--- src/sv/smv_pkg.sv ---
`timescale 1ns / 1ps
`default_nettype none

package smv_pkg;

  // Field widths
  localparam int unsigned IndexW    = 10;
  localparam int unsigned DataW     = 32;
  localparam int unsigned AccW      = 64;
  localparam int unsigned RowW      = 10;
  localparam int unsigned RowCountW = 11;

  // Default store depth and row counter limits
  localparam int unsigned VectorDepthDefault = 1024;
  localparam logic [RowCountW-1:0] RowCountReset = 11'd1024;
  localparam logic [RowCountW-1:0] RowLimit      = 11'd1024;

  // Request operation codes
  typedef enum logic [1:0] {
    OpLoad    = 2'd0,
    OpNonzero = 2'd1,
    OpEmpty   = 2'd2
  } op_e;

  // Item handed to the multiply-accumulate unit
  typedef struct packed {
    logic signed [DataW-1:0] value;
    logic signed [DataW-1:0] elem;
    logic                    add;
    logic                    emit;
  } mac_item_t;

  // Finished row, before conversion to Q16.16
  typedef struct packed {
    logic [AccW-1:0] sum;
    logic            sat;
    logic [RowW-1:0] row;
  } emit_t;

endpackage

`default_nettype wire

--- src/sv/smv_mac.sv ---
`timescale 1ns / 1ps
`default_nettype none

// Product stage, saturating accumulator, row counter and row hand-off
module smv_mac (
  input  wire logic                          clk_i,
  input  wire logic                          rst_ni,
  input  wire logic [smv_pkg::RowCountW-1:0] row_count_i,
  input  wire logic                          in_valid_i,
  input  wire smv_pkg::mac_item_t            in_item_i,
  output logic                               in_ready_o,
  output logic                               emit_valid_o,
  output smv_pkg::emit_t                     emit_o,
  input  wire logic                          emit_ready_i
);

  localparam int unsigned AccW = smv_pkg::AccW;
  localparam logic [AccW-1:0] AccMax = {1'b0, {(AccW-1){1'b1}}};
  localparam logic [AccW-1:0] AccMin = {1'b1, {(AccW-1){1'b0}}};

  logic                  s2_v_q, s2_v_d;
  logic signed [AccW-1:0] s2_prod_q, s2_prod_d;
  logic                  s2_emit_q;
  logic [AccW-1:0]       acc_q, acc_d;
  logic                  ovf_q, ovf_d;
  logic [smv_pkg::RowW-1:0] row_q, row_d;
  logic                  s3_v_q, s3_v_d;
  smv_pkg::emit_t        s3_q, s3_d;

  logic                  s3_free, s2_go;
  logic [AccW:0]         sum_ext;
  logic                  add_ovf;
  logic [AccW-1:0]       acc_new;
  logic [smv_pkg::RowCountW-1:0] row_inc;

  // handshake between stages
  assign s3_free    = !s3_v_q || emit_ready_i;
  assign s2_go      = s2_v_q && (!s2_emit_q || s3_free);
  assign in_ready_o = !s2_v_q || s2_go;

  // exact Q32.32 product; empty rows add nothing
  always_comb begin
    s2_prod_d = '0;
    if (in_item_i.add) begin
      s2_prod_d = AccW'(in_item_i.value * in_item_i.elem);
    end
  end

  // saturating 64-bit accumulate
  assign sum_ext = {acc_q[AccW-1], acc_q} + {s2_prod_q[AccW-1], s2_prod_q};
  assign add_ovf = sum_ext[AccW] ^ sum_ext[AccW-1];
  assign acc_new = add_ovf ? (sum_ext[AccW] ? AccMin : AccMax) : sum_ext[AccW-1:0];

  // row counter wraps at row_count, and never passes 1024
  assign row_inc = {1'b0, row_q} + smv_pkg::RowCountW'(1);

  always_comb begin
    acc_d  = acc_q;
    ovf_d  = ovf_q;
    row_d  = row_q;
    s3_d   = s3_q;
    s2_v_d = s2_v_q;
    s3_v_d = s3_v_q;
    if (in_ready_o) begin
      s2_v_d = in_valid_i;
    end
    if (s3_free) begin
      s3_v_d = s2_go && s2_emit_q;
    end
    if (s2_go) begin
      if (s2_emit_q) begin
        acc_d    = '0;
        ovf_d    = 1'b0;
        s3_d.sum = acc_new;
        s3_d.sat = ovf_q | add_ovf;
        s3_d.row = row_q;
        if (row_inc >= row_count_i || row_inc >= smv_pkg::RowLimit) begin
          row_d = '0;
        end else begin
          row_d = row_inc[smv_pkg::RowW-1:0];
        end
      end else begin
        acc_d = acc_new;
        ovf_d = ovf_q | add_ovf;
      end
    end
  end

  // control state
  always_ff @(posedge clk_i or negedge rst_ni) begin
    if (!rst_ni) begin
      s2_v_q <= 1'b0;
      s3_v_q <= 1'b0;
      acc_q  <= '0;
      ovf_q  <= 1'b0;
      row_q  <= '0;
    end else begin
      s2_v_q <= s2_v_d;
      s3_v_q <= s3_v_d;
      acc_q  <= acc_d;
      ovf_q  <= ovf_d;
      row_q  <= row_d;
    end
  end

  // payload
  always_ff @(posedge clk_i) begin
    if (in_ready_o && in_valid_i) begin
      s2_prod_q <= s2_prod_d;
      s2_emit_q <= in_item_i.emit;
    end
    s3_q <= s3_d;
  end

  assign emit_valid_o = s3_v_q;
  assign emit_o       = s3_q;

endmodule

`default_nettype wire

--- config.mk ---
export PLATFORM = sky130hd
export DESIGN_NAME = smv_mac
export DESIGN_NICKNAME = d
export VERILOG_FILES = /design/src/sv/smv_pkg.sv /design/src/sv/smv_mac.sv
export SDC_FILE = /design/constraint.sdc
export NUM_CORES = 2
export LEC_CHECK = 0
export BUFFER_PORTS_ARGS = -buffer_cell sky130_fd_sc_hd__buf_4
export CAP_MARGIN = 20
export CORE_ASPECT_RATIO = 1.5
export CORE_UTILIZATION = 30
export CTS_CLUSTER_SIZE = 24
export DETAILED_ROUTE_END_ITERATION = 8
export MAX_ROUTING_LAYER = met4
export SYNTH_ARGS = -nofsm -noshare
export SYNTH_HDL_FRONTEND = slang
export SYNTH_SLANG_ARGS = --single-unit
--- constraint.sdc ---
create_clock -name clk_i -period 4.8 [get_ports clk_i]
set_clock_uncertainty 0.05 [all_clocks]
set_input_delay 0.24 -clock clk_i [delete_from_list [all_inputs] [get_ports clk_i]]
set_output_delay 0.24 -clock clk_i [all_outputs]
set_load 0.03 [all_outputs]
# Word-level counts from Yosys, hierarchy flattened
# Cells that the tools add are included.
# classes
add_sub_neg	2
n_mul	1
order_cmp	2
n_mux	5
bitwise	2
n_reduce_logical	11
# op_table
op	count
64-bit 2-to-1 mux	3
64-bit by 64-bit adder with 65-bit output	1
32-bit by 32-bit multiplier with 64-bit output	1
10-bit by 1-bit adder with 11-bit output (second input constant)	1
11-bit greater-or-equal comparator	1
11-bit greater-or-equal comparator (second input constant)	1
10-bit 2-to-1 mux	1
1-bit logical OR	4
1-bit logical AND	3
1-bit logical NOT	3
2-bit AND reduction	1
1-bit 2-to-1 mux	1
1-bit bitwise OR	1
1-bit XOR	1
# word_totals
ff_bits	217

# Longest topological paths before layout
# logic_depth
depth_word	6
depth_mapped	29
ltp_nobuf	27

# Worst setup path after synthesis
# Ideal clock, no wire load.
# synth_timing
path_kind	input to register
start	input port in_item_i[65] (netlist bit)
end	register s2_prod_q[62], data pin
arrival_time_ps	7640
path_slack_ps	-3152
stages	26
path_cell_list	clkbuf_1 nand2_1 inv_1 fa_1 inv_1 fa_1 inv_1 fa_1 fa_1 inv_1 fa_1 inv_1 fa_1 fa_1 inv_1 fa_1 inv_1 ha_1 a21o_1 a21oi_1 inv_1 a221o_1 a221o_1 or2_1 a41oi_1 mux2i_1
# synth_via
elab_chain_len	1
# synth_lines
item	line	rtl
start, declared	smv_mac.sv:10	input wire smv_pkg::mac_item_t in_item_i,
32-bit by 32-bit multiplier with 64-bit output	smv_mac.sv:45	s2_prod_d = AccW'(in_item_i.value * in_item_i.elem);
end signal, assigned	smv_mac.sv:109	s2_prod_q <= s2_prod_d;
end, declared	smv_mac.sv:22	logic signed [AccW-1:0] s2_prod_q, s2_prod_d;
# No other way between the ends.
# A chain may end at the register's enable or synchronous reset.

# Worst setup path in the final report
# layout_timing
start	input port in_item_i[5] (netlist bit)
end	register s2_prod_q[63], data pin
# The elaborated chain is that of the path after synthesis.

==> reports/qor.yml <==
rsz0062_at_grt: "true"
critical_path_peak_fanout: 6
cts_num_sinks: 217
coreArea_um2: 160600
port_buffers: 157
period_needed_ns: 7.102
gr-usage-all-layers_pct: 19.22
synth_nets: 6567
drive_gt1_share_pct: 21.53
cp-end-kind: "flop"
ys_warn_count: 0
timing.hold.ws_ns: 0.08471
fp.dieW_um: 330.4
tritoncts: "yes"
violations: "setup timing"
hpwl_mm: 127.9
clkLatencyLatePin_ns: 0.56
grt_pass1_wl_mm: 233.8
synthCells: 5143
drt-initial-drc-count: 1732
die_y_um: 494.6
ant_nets: 0
clkTransAtPathRegs_ns: 0.07
root_buffer: "clkbuf_16"
synth_flop_cell: "edfxtp_1"
hp-class: "input port to asynchronous set/reset pin"
worst_slew_pin_slew_ns: 0.8413
synthTopCellsByCount: "fa_1, inv_1, nand2_1"
worstSetupPathType: "input port to flop"
rows: 180
area_delta_synth_final_pct: 23.51
status: "finished with violations"
grt_max_degree: 64
routed_via_density: 4.751
numCtsBuffers: 24
worstReg2RegStart: "acc_q[0]"
dieArea_um2: 163400
dr.pass1.iters: 5
yosysTopAreaCell: "fa_1"
start_util_pct: 30.22
hold_violations: 0
slew_violations: 0
max-clock-path-buffers: 3
wl_mm: 149.5
yosys-top-cells-area: "fa_1, edfxtp_1, inv_1"
syn_avg_cell_area_um2: 9.436
routabilityCongestion: 0.9349
wire_per_inst_um: 19.20
synth_edf_count: 140
route.vias.total: 36975
n_fill_cell: 15980
finalSetupViolations: 55
crit_start: "in_item_i[5]"
gr-total-overflow: 0
start_kind: "input port"
ys_seq_area_share_pct: 12.63
setup-tns-final_ns: -89.69
h-tree-depth: 1
relSlewSlack_pct: 43.80
antenna_found_initial: 4
period_share_pct: 148.0
yosys.area.top_type_share_pct: 44.67
worstPathRequired_ns: 5.05
drc: 0
max_freq_mhz: 140.8
async_reset_ff_share_pct: 35.48
max_cap_violations: 0
syn_area_um2: 48530
setup_slack_ns: -2.302
ys_ff_latch: 217
grt_pass1_vias: 41811
io_pins: 158
fin_nets: 7092
crit_arrival_ns: 7.36
ys_types: 73
synth.most_common_cell: "fa_1"
## stage by stage
stage | std cells | instance area, um^2 | setup slack (ns) | util, %
floorplan | 5143 | 49670 | -2.557 | -
global placement | 7638 | 56110 | -3.275 | 34.94
detailed placement | 7638 | 56110 | -3.307 | 34.94
CTS | 7746 | 59000 | -2.217 | 36.74
global route | 7782 | 59940 | -2.487 | 37.33
finish | 7782 | 59940 | -2.302 | 37.33
## registers in the layout, indices dropped and copies added, names as in the netlist
signal	count
acc_q	64
emit_o	75
emit_valid_o	1
ovf_q	1
row_q	10
s2_emit_q	1
s2_prod_q	64
s2_v_q	1
## cell type report
class | instances | area [um^2] | area share (%)
multi-input cells | 3644 | 39470 | 65.85
repair buffers | 764 | 7092 | 11.83
flip-flops and latches | 217 | 6131 | 10.23
inverters | 1017 | 3824 | 6.379
well taps | 2093 | 2619 | 4.369
clock buffers | 30 | 653.1 | 1.090
clock inverters | 13 | 140.1 | 0.2338
diodes | 4 | 10.01 | 0.01670
## metal layers
metal / track usage (%) / wire (um)
met2: 36.75 / 83540
met1: 19.20 / 51610
met4: 10.21 / 9657
met3: 1.234 / 4646
met5: - / 0
## repair_timing
item,CTS,global route
gates cloned,2,1
hold buffers,5,0
pin swaps,228,169
hold endpoints to repair,23,0
setup buffers,65,42
resized for setup,386,188
endpoints found under the setup margin,55,55
## worst max-delay path, stage by stage
cell and delay [ns]:
buf_12 0.11, buf_12 0.12, and2_4 0.14, fa_2 0.59
fa_2 0.47, fa_2 0.59, fa_2 0.77, clkinvlp_4 0.25
buf_6 0.17, fa_1 0.49, inv_2 0.04, fa_1 0.53
inv_1 0.05, fa_2 0.52, inv_2 0.04, fa_1 0.51
ha_4 0.23, a21oi_4 0.14, inv_2 0.07, or3_4 0.37
o21ai_4 0.09, o31ai_4 0.09, buf_6 0.14, o211ai_1 0.25
a21oi_2 0.09, a31o_2 0.22
## cell usage in the layout (no fill, tap or decap), drive strengths merged, types with 30 or more instances in the layout
| cell | synthesis | routed |
|---|---|---|
| fa | 1083 | 1083 |
| inv | 1017 | 1019 |
| buf | 14 | 758 |
| nand2 | 679 | 679 |
| and2 | 520 | 520 |
| ha | 260 | 260 |
| nor2 | 209 | 209 |
| a21oi | 160 | 160 |
| edfxtp | 140 | 140 |
| o21ai | 140 | 140 |
| dfrtp | 77 | 77 |
| xnor2 | 77 | 77 |
| a21o | 67 | 67 |
| xor2 | 44 | 44 |
| nand2b | 33 | 33 |
| clkbuf | 251 | 31 |
| maj3 | 30 | 30 |
## final timing paths
kind / to / slack (ns) / cells after the start
setup / recovery: s2_prod_q[63] / -2.30 / 26
hold / removal: acc_q[62] / 0.08 / 2
setup reg to reg: emit_o[41] / 0.54 / 14
hold reg to reg: acc_q[49] / 0.44 / 2
max in group asynchronous: acc_q[49] / 3.48 / 3
min in group clk_i: s2_prod_q[62] / 0.19 / 3
## kinds of logic (layout without fill, tap and decap cells)
logic type,Yosys count,after routing,share of synthesized area (%)
buffers and inverters,1282,1824,9.952
and+or+nand+nor,1586,1586,15.78
adders and majority gates,1373,1373,52.00
muxes,8,8,0.1650
AOI/OAI and AO/OA,556,556,7.286
xor gates and xnor gates,121,121,2.184
DFF,217,217,12.63
other,0,4,0
Power is left out: the tool's default activity adds up to more than one toggle a clock period on the data nets, which glitch-free logic cannot reach.
