## src/sv/smv_pkg.sv

```systemverilog
`timescale 1ns / 1ps
`default_nettype none

package smv_pkg;

  // Field widths
  localparam int unsigned IndexW    = 10;
  localparam int unsigned DataW     = 32;
  localparam int unsigned AccW      = 64;
  localparam int unsigned RowW      = 10;
  localparam int unsigned RowCountW = 11;

  // Default store depth and row counter limits
  localparam int unsigned VectorDepthDefault = 1024;
  localparam logic [RowCountW-1:0] RowCountReset = 11'd1024;
  localparam logic [RowCountW-1:0] RowLimit      = 11'd1024;

  // Request operation codes
  typedef enum logic [1:0] {
    OpLoad    = 2'd0,
    OpNonzero = 2'd1,
    OpEmpty   = 2'd2
  } op_e;

  // Item handed to the multiply-accumulate unit
  typedef struct packed {
    logic signed [DataW-1:0] value;
    logic signed [DataW-1:0] elem;
    logic                    add;
    logic                    emit;
  } mac_item_t;

  // Finished row, before conversion to Q16.16
  typedef struct packed {
    logic [AccW-1:0] sum;
    logic            sat;
    logic [RowW-1:0] row;
  } emit_t;

endpackage

`default_nettype wire

```

## src/sv/smv_if.sv

```systemverilog
`timescale 1ns / 1ps
`default_nettype none


// Result channel: one row sum per closed row
interface smv_rsp_if;
  logic                                   valid;
  logic                                   ready;
  logic [smv_pkg::RowW-1:0]               row_index;
  logic signed [smv_pkg::DataW-1:0]       row_sum;
  logic                                   saturated;

  modport source (output valid, row_index, row_sum, saturated, input ready);
  modport sink   (input valid, row_index, row_sum, saturated, output ready);
endinterface

`default_nettype wire

```

## src/sv/smv_round.sv

```systemverilog
`timescale 1ns / 1ps
`default_nettype none

// Q32.32 to Q16.16 rounding and clamping into the output register
module smv_round (
  input  wire logic           clk_i,
  input  wire logic           rst_ni,
  input  wire logic           in_valid_i,
  input  wire smv_pkg::emit_t in_i,
  output logic                in_ready_o,
  smv_rsp_if.source           rsp_o
);

  localparam int unsigned DataW = smv_pkg::DataW;
  localparam int unsigned QW    = smv_pkg::AccW - 15;   // 48 bits plus sign guard

  logic                   out_v_q, out_v_d;
  logic [smv_pkg::RowW-1:0] row_q;
  logic [DataW-1:0]       sum_q, sum_d;
  logic                   sat_q, sat_d;

  logic [QW-1:0]          q_rnd;
  logic                   pos_clamp, neg_clamp;

  assign in_ready_o = !out_v_q || rsp_o.ready;

  // add half an LSB then floor, in 49 bits
  assign q_rnd = {in_i.sum[smv_pkg::AccW-1], in_i.sum[smv_pkg::AccW-1:16]}
               + QW'(in_i.sum[15]);
  assign pos_clamp = !q_rnd[QW-1] && (q_rnd[QW-2:DataW-1] != '0);
  assign neg_clamp =  q_rnd[QW-1] && (q_rnd[QW-2:DataW-1] != '1);

  always_comb begin
    sat_d = in_i.sat | pos_clamp | neg_clamp;
    if (pos_clamp) begin
      sum_d = {1'b0, {(DataW-1){1'b1}}};
    end else if (neg_clamp) begin
      sum_d = {1'b1, {(DataW-1){1'b0}}};
    end else begin
      sum_d = q_rnd[DataW-1:0];
    end
  end

  always_comb begin
    out_v_d = out_v_q;
    if (in_ready_o) begin
      out_v_d = in_valid_i;
    end
  end

  always_ff @(posedge clk_i or negedge rst_ni) begin
    if (!rst_ni) begin
      out_v_q <= 1'b0;
    end else begin
      out_v_q <= out_v_d;
    end
  end

  always_ff @(posedge clk_i) begin
    if (in_ready_o && in_valid_i) begin
      row_q <= in_i.row;
      sum_q <= sum_d;
      sat_q <= sat_d;
    end
  end

  assign rsp_o.valid     = out_v_q;
  assign rsp_o.row_index = row_q;
  assign rsp_o.row_sum   = sum_q;
  assign rsp_o.saturated = sat_q;

endmodule

`default_nettype wire

```

## src/flat_wrapper.sv

```systemverilog
// flat-port wrapper written by rule: the top's interface ports become plain ports
module smv_round_flat 
  (clk_i, rst_ni, in_valid_i, in_i, in_ready_o, rsp_o_valid, rsp_o_row_index, rsp_o_row_sum, rsp_o_saturated, rsp_o_ready);
  smv_rsp_if rsp_o_i ();
  input  wire logic clk_i;
  input  wire logic rst_ni;
  input  wire logic in_valid_i;
  input  wire smv_pkg::emit_t in_i;
  output logic in_ready_o;
  output wire logic [$bits(rsp_o_i.valid)-1:0] rsp_o_valid;
  output wire logic [$bits(rsp_o_i.row_index)-1:0] rsp_o_row_index;
  output wire logic [$bits(rsp_o_i.row_sum)-1:0] rsp_o_row_sum;
  output wire logic [$bits(rsp_o_i.saturated)-1:0] rsp_o_saturated;
  input wire logic [$bits(rsp_o_i.ready)-1:0] rsp_o_ready;
  assign rsp_o_valid = rsp_o_i.valid;
  assign rsp_o_row_index = rsp_o_i.row_index;
  assign rsp_o_row_sum = rsp_o_i.row_sum;
  assign rsp_o_saturated = rsp_o_i.saturated;
  assign rsp_o_i.ready = rsp_o_ready;
  smv_round u_core (.clk_i(clk_i), .rst_ni(rst_ni), .in_valid_i(in_valid_i), .in_i(in_i), .in_ready_o(in_ready_o), .rsp_o(rsp_o_i));
endmodule
```

## config.mk

```make
export PLATFORM = sky130hd
export DESIGN_NAME = smv_round_flat
export DESIGN_NICKNAME = d
export VERILOG_FILES = /design/src/sv/smv_pkg.sv /design/src/sv/smv_if.sv /design/src/sv/smv_round.sv /design/src/flat_wrapper.sv
export SDC_FILE = /design/constraint.sdc
export NUM_CORES = 1
export LEC_CHECK = 0
export BUFFER_PORTS_ARGS = -buffer_cell sky130_fd_sc_hd__buf_2
export CAP_MARGIN = 20
export CELL_PAD_IN_SITES_DETAIL_PLACEMENT = 2
export CELL_PAD_IN_SITES_GLOBAL_PLACEMENT = 2
export CORE_ASPECT_RATIO = 0.8
export CORE_MARGIN = 1.5
export CORE_UTILIZATION = 28
export CTS_CLUSTER_DIAMETER = 200
export DETAILED_ROUTE_END_ITERATION = 10
export PLACE_DENSITY_LB_ADDON = 0.1
export SYNTH_ARGS = -nofsm -noshare
export SYNTH_HDL_FRONTEND = slang
export SYNTH_SLANG_ARGS = --single-unit
```

## constraint.sdc

```tcl
create_clock -name clk_i -period 2.1 [get_ports clk_i]
set_input_delay 0.315 -clock clk_i [delete_from_list [all_inputs] [get_ports clk_i]]
set_output_delay 0.315 -clock clk_i [all_outputs]
set_load 0.01 [all_outputs]
```

-- Yosys cells after proc, flatten, opt, wreduce, memory -nomap -nowiden
Cells that the tools add are included.
- register bits: 44
- bits in latches: 0
- bits in writable memories: 0
- bits in read-only memories: 0
- bits of input ports: 79
- word-level logic and storage cells: 16
- memories: 0
- $add $sub $neg: 1
- $mul: 0
- div/mod/pow operators: 0
- magnitude comparators: 0
- equality and inequality tests: 1
- shift operators: 0
- muxes and demuxes: 1
- bitwise operators: 2
- reductions and logical operators: 7
- operators by type and width (cell ; number):
    $add 48x2->49 ; 1
    $mux 32 ; 1
    $ne 17x17->1 const B ; 1
    $reduce_bool 17->1 ; 1
    $logic_and 1x1->1 ; 3
    $logic_not 1->1 ; 2
    $or 1x1->1 ; 2
    $logic_or 1x1->1 ; 1

-- Depth between registers and ports, before layout
Gate-level depths: netlist of the first run.
- depth after elaboration: 5
- gate-level depth with buffers: 12
- depth with buffers taken out: 10

-- Worst setup path after synthesis of the first run
OpenSTA, ideal clock, no wires.
- path kind: input port to flip-flop
- start point: input port in_i[26] (netlist name)
- end point: register u_core.sum_q[18] (netlist: u_core.rsp_o.row_sum[18]), data pin
- data arrival time: 2.776 ns
- data required time: 1.844 ns
- slack: -0.932 ns
- cell stages on the path: 12
- cells stage by stage: ha_1 ha_1 nand4_1 or4_1 buf_2 nor4_1 xnor2_1 nand4_1 nor4_1 a31o_4 buf_6 o21ai_2
- cells in the longest elaborated chain, start to end: 4
- ends and longest elaborated chain (item ; line ; source):
    start: declaration ; flat_wrapper.sv:8 ; input wire smv_pkg::emit_t in_i;
    $add 48x2->49 * ; smv_round.sv:29 ; + QW'(in_i.sum[15]);
    $ne 17x17->1 ; smv_round.sv:31 ; assign neg_clamp = q_rnd[QW-1] && (q_rnd[QW-2:DataW-1] != '1);
    $logic_and 1x1->1 ; smv_round.sv:31 ;
    $mux 32 ; smv_round.sv:37 ; end else if (neg_clamp) begin
    end signal: assignment ; smv_round.sv:62 ; sum_q <= sum_d;
    end: declaration ; smv_round.sv:19 ; logic [DataW-1:0] sum_q, sum_d;
Mark *: on every way between the ends. The rest lies on a longest branch, timed or not.
A chain may end at the register's enable or synchronous reset.

-- Worst setup path after layout of the first run
- start point: input port in_i[26] (netlist name)
- end point: register u_core.sum_q[14] (netlist: u_core.rsp_o.row_sum[14]), data pin
Same word-level chain as after synthesis.

==> results of run 1 <==
[area by class of cell]
type / instances / area (sq um)
Fill cell: 1109 / 5333
Timing Repair Buffer: 215 / 1421
Sequential cell: 44 / 1316
Tap cell: 140 / 175.2
Inverter: 8 / 30.03
Multi-Input combinational cell: 221 / 1710
Clock inverter: 3 / 46.29
Clock buffer: 5 / 125.1
[cell usage after synthesis, types with 4 or more instances]
library cell,n,area [sq um]
a21oi_1,7,35.03
and3_1,5,31.28
and4_1,4,35.03
buf_2,5,25.02
buf_6,4,45.04
edfxtp_1,43,1291
inv_1,7,26.28
mux2i_1,4,40.04
nand2_1,30,112.6
nand3_1,17,85.08
nand4_1,16,100.1
nor2_1,14,52.55
nor3_1,10,50.05
nor4_1,13,81.33
o21ai_0,4,20.02
o21ai_1,9,45.04
o21ai_2,20,175.2
or4_1,4,30.03
xnor2_1,22,192.7
xor2_1,17,148.9
[power groups by stage]
stage	sequential [W]	combinational, W	clock (W)
2_1_floorplan	0.00108	0.000167	0
3_3_place_gp	0.00106	0.000474	0
3_5_place_dp	0.00106	0.000493	0
4_1_cts	0.00104	0.000523	0.000934
5_1_grt	0.00104	0.000587	0.000966
6_report	0.00104	0.000541	0.000921
[what timing repair did]
| action | CTS | global route |
|---|---|---|
| hold buffers | 1 | 0 |
| setup buffers | 13 | 4 |
| gates resized for setup | 32 | 18 |
| endpoints found under the hold margin | 1 | 0 |
| pin swaps | 7 | 10 |
| endpoints found under the setup margin | 33 | 33 |
| cloned | 1 | 0 |
[cells by family after synthesis]
group                      synth area share [%]
and+or+nand+nor                           25.35
adders and majority gates                0.8634
DFF                                       45.42
muxes                                     1.382
xor gates and xnor gates                  11.79
buffers and inverters                     3.972
AOI/OAI and AO/OA                         11.23
[metrics by stage]
step | total power [W] | worst slack, ns | util (%) | hold WS, ns
4_1_cts | 0.002497 | -0.6625 | 46.56 | 0.1957
3_3_place_gp | 0.001530 | -1.073 | 42.61 | 0.09032
6_report | 0.002501 | -0.7299 | 47.50 | 0.2000
2_1_floorplan | 0.001251 | -0.6791 | - | 0.01941
5_1_grt | 0.002597 | -0.8218 | 47.50 | 0.1899
3_5_place_dp | 0.001552 | -1.182 | 42.61 | 0.09280
[worst paths after layout]
path | startpoint | end | slack [ns] | cells after the start
min in group asynchronous | rst_ni | u_core.rsp_o.valid | 0.35 | 2
worst max register to register | u_core.rsp_o.valid | u_core.rsp_o.row_sum[26] | 0.82 | 3
max in group asynchronous | rst_ni | u_core.rsp_o.valid | 1.66 | 2
worst max-delay path | in_i[26] | u_core.rsp_o.row_sum[14] | -0.73 | 11
worst min-delay path | in_i[7] | u_core.rsp_o.row_index[7] | 0.20 | 1
worst min register to register | u_core.rsp_o.valid | u_core.rsp_o.valid | 0.55 | 2
[critical path, cell delays in order]
cell     delay [ns]
buf_6          0.07
ha_4           0.15
nand4_1        0.15
or4_4          0.64
or2_4          0.31
nor3_4         0.21
xor2_1         0.13
nor4_4         0.39
a31o_4         0.26
buf_12         0.15
o21ai_1        0.07
[flip-flops by register name (all words and copies together), names as in the netlist]
name	flops
u_core.rsp_o.valid	1
u_core.rsp_o.saturated	1
u_core.rsp_o.row_index	10
u_core.rsp_o.row_sum	32
[cell usage in the layout, fill, tap and decap left out, drive strengths merged, types with 5 or more instances in the layout]
master / synthesis / final
and3: 5 / 5
nor2: 15 / 15
xor2: 17 / 17
o21ai: 33 / 33
edfxtp: 43 / 43
nand4: 16 / 16
nor4: 16 / 16
buf: 10 / 214
clkbuf: 2 / 5
xnor2: 22 / 22
inv: 8 / 9
nand3: 18 / 18
nand2: 30 / 30
nor3: 10 / 10
a21oi: 7 / 7
[routing by layer]
| metal | vias up | global-route usage (%) | routed length (microns) |
|---|---|---|---|
| met5 | - | 0 | 0 |
| met1 | 1533 | 28.07 | 5303 |
| met3 | 15 | 3.419 | 579 |
| met4 | 0 | 5.321 | 169 |
| li1 | 1477 | - | - |
| met2 | 93 | 39.62 | 6045 |
==> flow_summary.ini, run 1 <==
[outcome]
status = complete, but fails checks
violations = setup timing

[synthesis]
synth-edff-count = 43
seq_area_frac_synth_pct = 45.42
syn-num-nets = 366
syn_inst = 285
avgSynthCellArea_sq_um = 10.17
syn_area_sq_um = 2898
synth-async-reset-ratio_pct = 2.273
synth-seq-cells = 44
yosysWarningCount = 0
synthFlopType = edfxtp_1
synth_cell_types = 42

[power]
p_clk_share_pct = 36.8
switchingPower_w = 0.0006531
switching_share_pct = 26.11
p_leak_nw = 1.992
p_int_w = 0.001848
pwr-share-seq_pct = 41.6
power_density_nw_per_um2 = 518.4
ir_drop_uv = 333.9
power_frac_comb_pct = 21.6

[finish]
area_growth_pct = 66.49
drive_gt1_share_pct = 57.06
diodes = 0
nNetsFinal = 576
stdcell_count = 636
design_area_sq_um = 4825

[timing]
fin_skew_ns = 0.004113
fmax_ghz = 0.3534
maxSlewViolCount = 0
hold_viol_final = 0
max_slew_margin_pct = 64.53
finalCritPeriodShare_pct = 134.8
setup_viol_count_final = 32
final.min_clock_period_ns = 2.830
setup_tns_ns = -22.37
max_slew.worst_pin.slew_ns = 0.5272
rsz0062_at_grt = yes
fin_ws_ns = -0.7299

[grt]
grt_pass1_vias = 3382
grt_max_degree = 25
antenna_found_initial = 0
overflow = 0
grt_pass1_wl_microns = 18370
grt_usage_pct = 22.22

[placed_design]
buffer_ports.inserted = 108
dpl.hpwl_microns = 8700
dp_cells = 612
gp_congestion = 0.8212
postPlaceCellArea_sq_um = 4328

[floorplanning]
core_area_sq_um = 10160
die_h_microns = 93.99
start_util_pct = 28.53
die_area_sq_um = 10970
rows = 33
ios = 124
die_x_microns = 116.7

[clock_network]
clk_pin_slew_worst_paths_ns = 0.07
clkLatencyLatePin_ns = 0.29
cts_buffers = 5
cts_root_buf = clkbuf_16
cts_sinks = 44
clockBufferDepth = 2
cts_tree = done
cts_max_level = 2

[routing]
first_iter_violations = 155
routed_wl_microns = 12100
post-route-drc-count = 0
vias_per_cell = 4.903
antenna_left = 0
routedWlPerCell_microns = 19.02
firstDrtPassIters = 4
num_vias = 3118

[worst_setup_path]
endpoint_kind = flop
critPathLaunchType = primary input
path_class = in -> reg
cp.arrival_ns = 2.87
cp_max_fo = 14
cp_data_required_time_ns = 2.14

[run]
max_cap_viol_count = 0

[worst_hold_path]
hold_path.class = in -> reg
Note: power is estimated with default switching activity, not from simulation.
==> run 2, diff against run 1 <==
CORE_MARGIN = 4   (was 1.5)
==> run 2 against run 1 <==
- the run still ends with setup timing left
- routed wire length increased by 34%
- die area grew 9.8%
- cell count grew 0.63%
- sequential power about the same
- via count up 9.4%
- highest routed layer unchanged
==> flow_summary.ini, run 2 (synthesis results as in run 1) <==
[routing]
vias_per_cell = 5.328
post-route-drc-count = 0
routedWlPerCell_microns = 25.28
firstDrtPassIters = 4
routed_wl_microns = 16180
num_vias = 3410
antenna_left = 0
first_iter_violations = 197

[clock_network]
cts_tree = done
cts_sinks = 44
clk_pin_slew_worst_paths_ns = 0.07
clkLatencyLatePin_ns = 0.29
cts_max_level = 2
cts_root_buf = clkbuf_16
clockBufferDepth = 2
cts_buffers = 5

[timing]
holdWs_ns = 0.2019
hold_viol_final = 0
setup_viol_count_final = 33
fin_ws_ns = -0.7980
fmax_ghz = 0.3451
finalCritPeriodShare_pct = 138.0
rsz0062_at_grt = yes
final.min_clock_period_ns = 2.898
fin_skew_ns = 0.009569
maxSlewViolCount = 0
max_slew.worst_pin.slew_ns = 0.4217
max_slew_margin_pct = 71.63

[worst_setup_path]
endpoint_kind = flop
crit_end = u_core.rsp_o.row_sum[11]
worst_path_largest_cell_delay_ns = 0.46
critPathSlowestCell = or4_4
r2r-end = u_core.rsp_o.row_sum[2]
r2r_start = u_core.rsp_o.valid
cp_data_required_time_ns = 2.14
cp_num_buf_inv = 5
startpoint = in_i[27]
critPathLaunchType = primary input
path_depth = 15
path_class = in -> reg
cp.arrival_ns = 2.94
cp_max_fo = 8
r2r_cells = 3
rrSetupSlack_ns = 0.62
cp_cell_sequence = buf_6 -> ha_4 -> ha_4 -> nand4_1 -> or4_4 -> buf_12 -> nor4_4 -> buf_4 -> o21ai_0 -> a22o_1 -> nor2_2 -> a31o_4 -> buf_12 -> buf_8 -> o21ai_4
cpLargestDelayFamily = simple AND/OR/NAND/NOR gates

[grt]
overflow = 0
grt_pass1_vias = 3776
grt_max_degree = 37
grt_pass1_wl_microns = 22650
antenna_found_initial = 0
grt_usage_pct = 24.85

[floorplanning]
start_util_pct = 29.42
die_area_sq_um = 12050
rows = 32
die_h_microns = 98.99
die_x_microns = 121.7
ios = 124
core_area_sq_um = 9849

[finish]
diodes = 0
nNetsFinal = 584
final_cell_mix = buf_2 (106), buf_4 (100), edfxtp_1 (43)
largest_reg_flops = 32
drive_gt1_share_pct = 59.33
final_common_cell = buf_2
area_growth_pct = 74.87
n_fill_cell = 1038

[placed_design]
dpl.hpwl_microns = 9449
gp_congestion = 0.7935
buffer_ports.inserted = 108

[power]
p_leak_nw = 2.096
ir_drop_uv = 271.3
power_density_nw_per_um2 = 516.4
p_total_w = 0.002617

[outcome]
violations = setup timing
status = complete, but fails checks

[worst_hold_path]
hold_path.class = in -> reg

[run]
max_cap_viol_count = 0
run 2: cell types whose count changed in the layout (fill, tap and decap cells not counted), sizes merged:
cell / before / now
buf: 214 / 222
run 2: power breakdown:
group / leakage (nW) / internal, W / switching (W)
clock: 0.0804 / 0.000567 / 0.000387
combinational: 1.60 / 0.000283 / 0.000339
sequential: 0.413 / 0.00103 / 0.0000157
total: 2.10 / 0.00188 / 0.000742
run 2: final cells by class:
cell class                      instances  area (sq um)  share of cell area (%)
Clock buffer                            5         125.1                   2.469
Clock inverter                          3         46.29                  0.9136
Inverter                                8         30.03                  0.5926
Multi-Input combinational cell        221          1814                   35.80
Sequential cell                        44          1316                   25.98
Tap cell                              136         170.2                   3.358
Timing Repair Buffer                  223          1565                   30.89
run 2: layer usage:
metal | GRT usage (%) | part of all wire, % | wire length [microns] | vias to the layer above
met3 | 4.188 | 5.3 | 861 | 36
met2 | 47.54 | 53 | 8621 | 148
li1 | - | - | - | 1508
met4 | 7.924 | 3.5 | 563 | 0
met5 | 0 | 0 | 0 | -
met1 | 27.75 | 38 | 6133 | 1718
run 2: worst min-delay path by stage:
| stage | from | to | slack, ns | depth (start not counted) |
|---|---|---|---|---|
| 3_3_place_gp | rst_ni | u_core.rsp_o.valid | 0.09 | 1 |
| 2_1_floorplan | rst_ni | u_core.rsp_o.valid | 0.02 | 0 |
| 5_1_grt | in_i[3] | u_core.rsp_o.row_index[3] | 0.20 | 1 |
| 6_report | in_i[1] | u_core.rsp_o.row_index[1] | 0.20 | 1 |
| 4_1_cts | in_i[2] | u_core.rsp_o.row_index[2] | 0.20 | 1 |
| 3_5_place_dp | rst_ni | u_core.rsp_o.valid | 0.09 | 1 |
run 2: repair_timing:
action                                  4_1_cts  5_1_grt
endpoints found under the hold margin         1        0
gates resized for setup                      44       28
buffers inserted                             13        5
pin swaps                                    18       17
gates cloned                                  3        0
hold buffers                                  1        0
endpoints found under the setup margin       33       33
run 2: metrics by stage:
step                      utilization (%)  setup TNS [ns]  setup WS (ns)  cells  instance area [sq um]
final                               51.45          -23.99        -0.7980    640                   5067
after global routing                51.45          -27.92        -0.9301    640                   5067
after CTS                           50.01          -20.37        -0.6678    637                   4926
after detailed placement            44.27          -32.59         -1.051    613                   4360
after global placement              44.27          -30.93         -1.045    613                   4360
after floorplan                         -          -21.03        -0.6791    285                   2989
==> run 3, diff against run 2 <==
ABC_AREA = 1   (was not set)
CORE_UTILIZATION = 26   (was 28)
==> run 3 against run 2 <==
- the run still ends with setup timing left
- first-iteration DRC count shrank 2.5%
- total power grew 0.12%
- area after synthesis rose by 13%
- critical path depth up 4
- setup slack better by 0.43 ns
- hold slack worse by 0.0080 ns
- sequential share of layout area is 2.5 points lower
- sequential power about the same
- clock power is 2.5% lower
- combinational power rose by 4.5%
- critical path type unchanged
- largest cell class unchanged
==> flow_summary.ini, run 3 <==
[finish]
seq_area_sq_um = 1316
final_cell_mix = nand2_1 (171), buf_4 (110), buf_2 (106)
utilization_pct = 45.79
diodes = 0
area_growth_pct = 71.01
drive_gt1_share_pct = 47.17
design_area_sq_um = 5610
n_fill_cell = 1432
stdcell_count = 877
largest_reg_flops = 32
multiInputGateArea_sq_um = 2126
nNetsFinal = 786
final_common_cell = nand2_1

[timing]
fin_skew_ns = 0.005670
final.min_clock_period_ns = 2.469
max_slew_margin_pct = 76.86
hold_viol_final = 0
fin_ws_ns = -0.3692
fmax_ghz = 0.4050
setup_viol_count_final = 33
maxSlewViolCount = 0
finalCritPeriodShare_pct = 117.6
max_slew.worst_pin.slew_ns = 0.3472
rsz0062_at_grt = yes

[synthesis]
synth.most_common_cell = nand2_1
syn-num-nets = 554
avgSynthCellArea_sq_um = 6.936
yosysWarningCount = 0
netlist.area_leader.share_pct = 39.36
syn_area_sq_um = 3281
synth-edff-count = 43
synth_area_leader_cell = edfxtp_1
synth-async-reset-ratio_pct = 2.273
synth-seq-cells = 44
syn_inst = 473
synth_common_cells = nand2_1 (207), nor2_1 (79), edfxtp_1 (43)
synth_area_leaders = edfxtp_1 (39%), nand2_1 (24%), nor2_1 (9.0%), xor2_1 (4.5%), inv_1 (4.5%)
seq_area_frac_synth_pct = 40.12
synthFlopType = edfxtp_1
synth_cell_types = 25

[worst_setup_path]
cp_data_required_time_ns = 2.26
cp_max_fo = 9
critPathLaunchType = primary input
r2r_cells = 2
startpoint = in_i[26]
endpoint_kind = flop
path_class = in -> reg
cp.arrival_ns = 2.63
r2r_start = u_core.rsp_o.valid

[power]
power_density_nw_per_um2 = 467.0
ir_drop_uv = 370.8
p_total_w = 0.002620
p_leak_nw = 2.558

[floorplanning]
die_h_microns = 108.5
rows = 36
core_area_sq_um = 12250
start_util_pct = 26.78
die_x_microns = 133.6
ios = 124
die_area_sq_um = 14490

[clock_network]
clkLatencyLatePin_ns = 0.29
cts_root_buf = clkbuf_16
clk_pin_slew_worst_paths_ns = 0.07
clockBufferDepth = 2
cts_buffers = 5
cts_max_level = 2
cts_sinks = 44
cts_tree = done

[placed_design]
buffer_ports.inserted = 108
dp_slack_ns = -0.7942
postPlaceCellArea_sq_um = 4823
dp_cells = 847
dpl.hpwl_microns = 13310
gp_congestion = 0.8787

[grt]
gr-usage-met1_pct = 32.03
antenna_found_initial = 0
overflow = 0
grt_max_degree = 27
grt_pass1_wl_microns = 26340
grt_usage_pct = 23.84
met3_usage_pct = 3.535
grt_pass1_vias = 4613
busiest_layer = met2
grt_use_met2_pct = 41.96

[worst_hold_path]
hold_path.class = in -> reg
hold_depth = 1
min_from = in_i[3]

[routing]
routed_wl_microns = 19230
num_vias = 4263
first_iter_violations = 192
vias_per_cell = 4.861
post-route-drc-count = 0
antenna_left = 0
firstDrtPassIters = 4
routedWlPerCell_microns = 21.93

[outcome]
status = complete, but fails checks
violations = setup timing

[run]
max_cap_viol_count = 0
## run 3: through the flow
stage,hold slack (ns),setup TNS [ns]
global placement,0.08923,-19.56
finish,0.1938,-9.875
floorplan,0.01941,-0.05570
CTS,0.1879,-5.071
global route,0.1862,-13.91
detailed placement,0.09172,-23.51
## run 3: repair_timing
action                                  in CTS  in global routing
hold endpoints to repair                     1                  0
cloned                                       2                  3
endpoints found under the setup margin      32                 32
hold buffers                                 1                  0
pin swaps                                   19                 29
setup buffers                               11                  5
gates resized for setup                     49                 50
## run 3: area by class of cell
cell class | instances | area share (%)
multi-input combinational | 383 | 37.89
tap | 171 | 3.814
clock buffer | 5 | 2.230
inverter | 40 | 2.676
sequential | 44 | 23.46
timing repair buffer | 231 | 29.08
clock inverter | 3 | 0.8475
## run 3: final timing paths
kind,endpoint,slack [ns]
max in group asynchronous,u_core.rsp_o.valid,1.65
setup / recovery,u_core.rsp_o.row_sum[6],-0.37
hold / removal,u_core.rsp_o.row_index[3],0.19
setup reg to reg,u_core.rsp_o.row_sum[17],0.80
hold reg to reg,u_core.rsp_o.valid,0.66
min in group asynchronous,u_core.rsp_o.valid,0.36
## run 3: report_power, final
group / internal, W / switching (W) / total, W
clock network: 0.000566 / 0.000364 / 0.000930
registers: 0.00103 / 0.0000150 / 0.00104
logic: 0.000272 / 0.000378 / 0.000650
## run 3: layer usage
layer / vias to the layer above / wire [microns]
met5: - / 0
met4: 0 / 332
met3: 22 / 958
met2: 137 / 9342
met1: 2144 / 8597
li1: 1960 / -
## run 3: worst max-delay path, cell delays in order
cell      delay [ns]
buf_6           0.07
ha_4            0.16
ha_4            0.16
nand2_4         0.05
nor2_4          0.16
nand3_2         0.16
nor2_4          0.17
nand3b_1        0.12
nand2_1         0.17
nand2_1         0.10
inv_1           0.08
nand2_2         0.09
nor2_2          0.16
nand3_4         0.11
nand2_8         0.14
buf_12          0.12
buf_16          0.12
nand2_1         0.08
nand2_2         0.06
## run 3: cell families after synthesis
| logic type | count (synthesis) | share of synthesized area (%) |
|---|---|---|
| adder cells (fa/ha/maj) | 2 | 0.7627 |
| AND/OR/NAND/NOR | 348 | 44.39 |
| AO/OA/AOI/OAI | 4 | 0.6865 |
| XOR/XNOR | 29 | 7.742 |
| flip-flops | 44 | 40.12 |
| buffers and inverters | 46 | 6.293 |
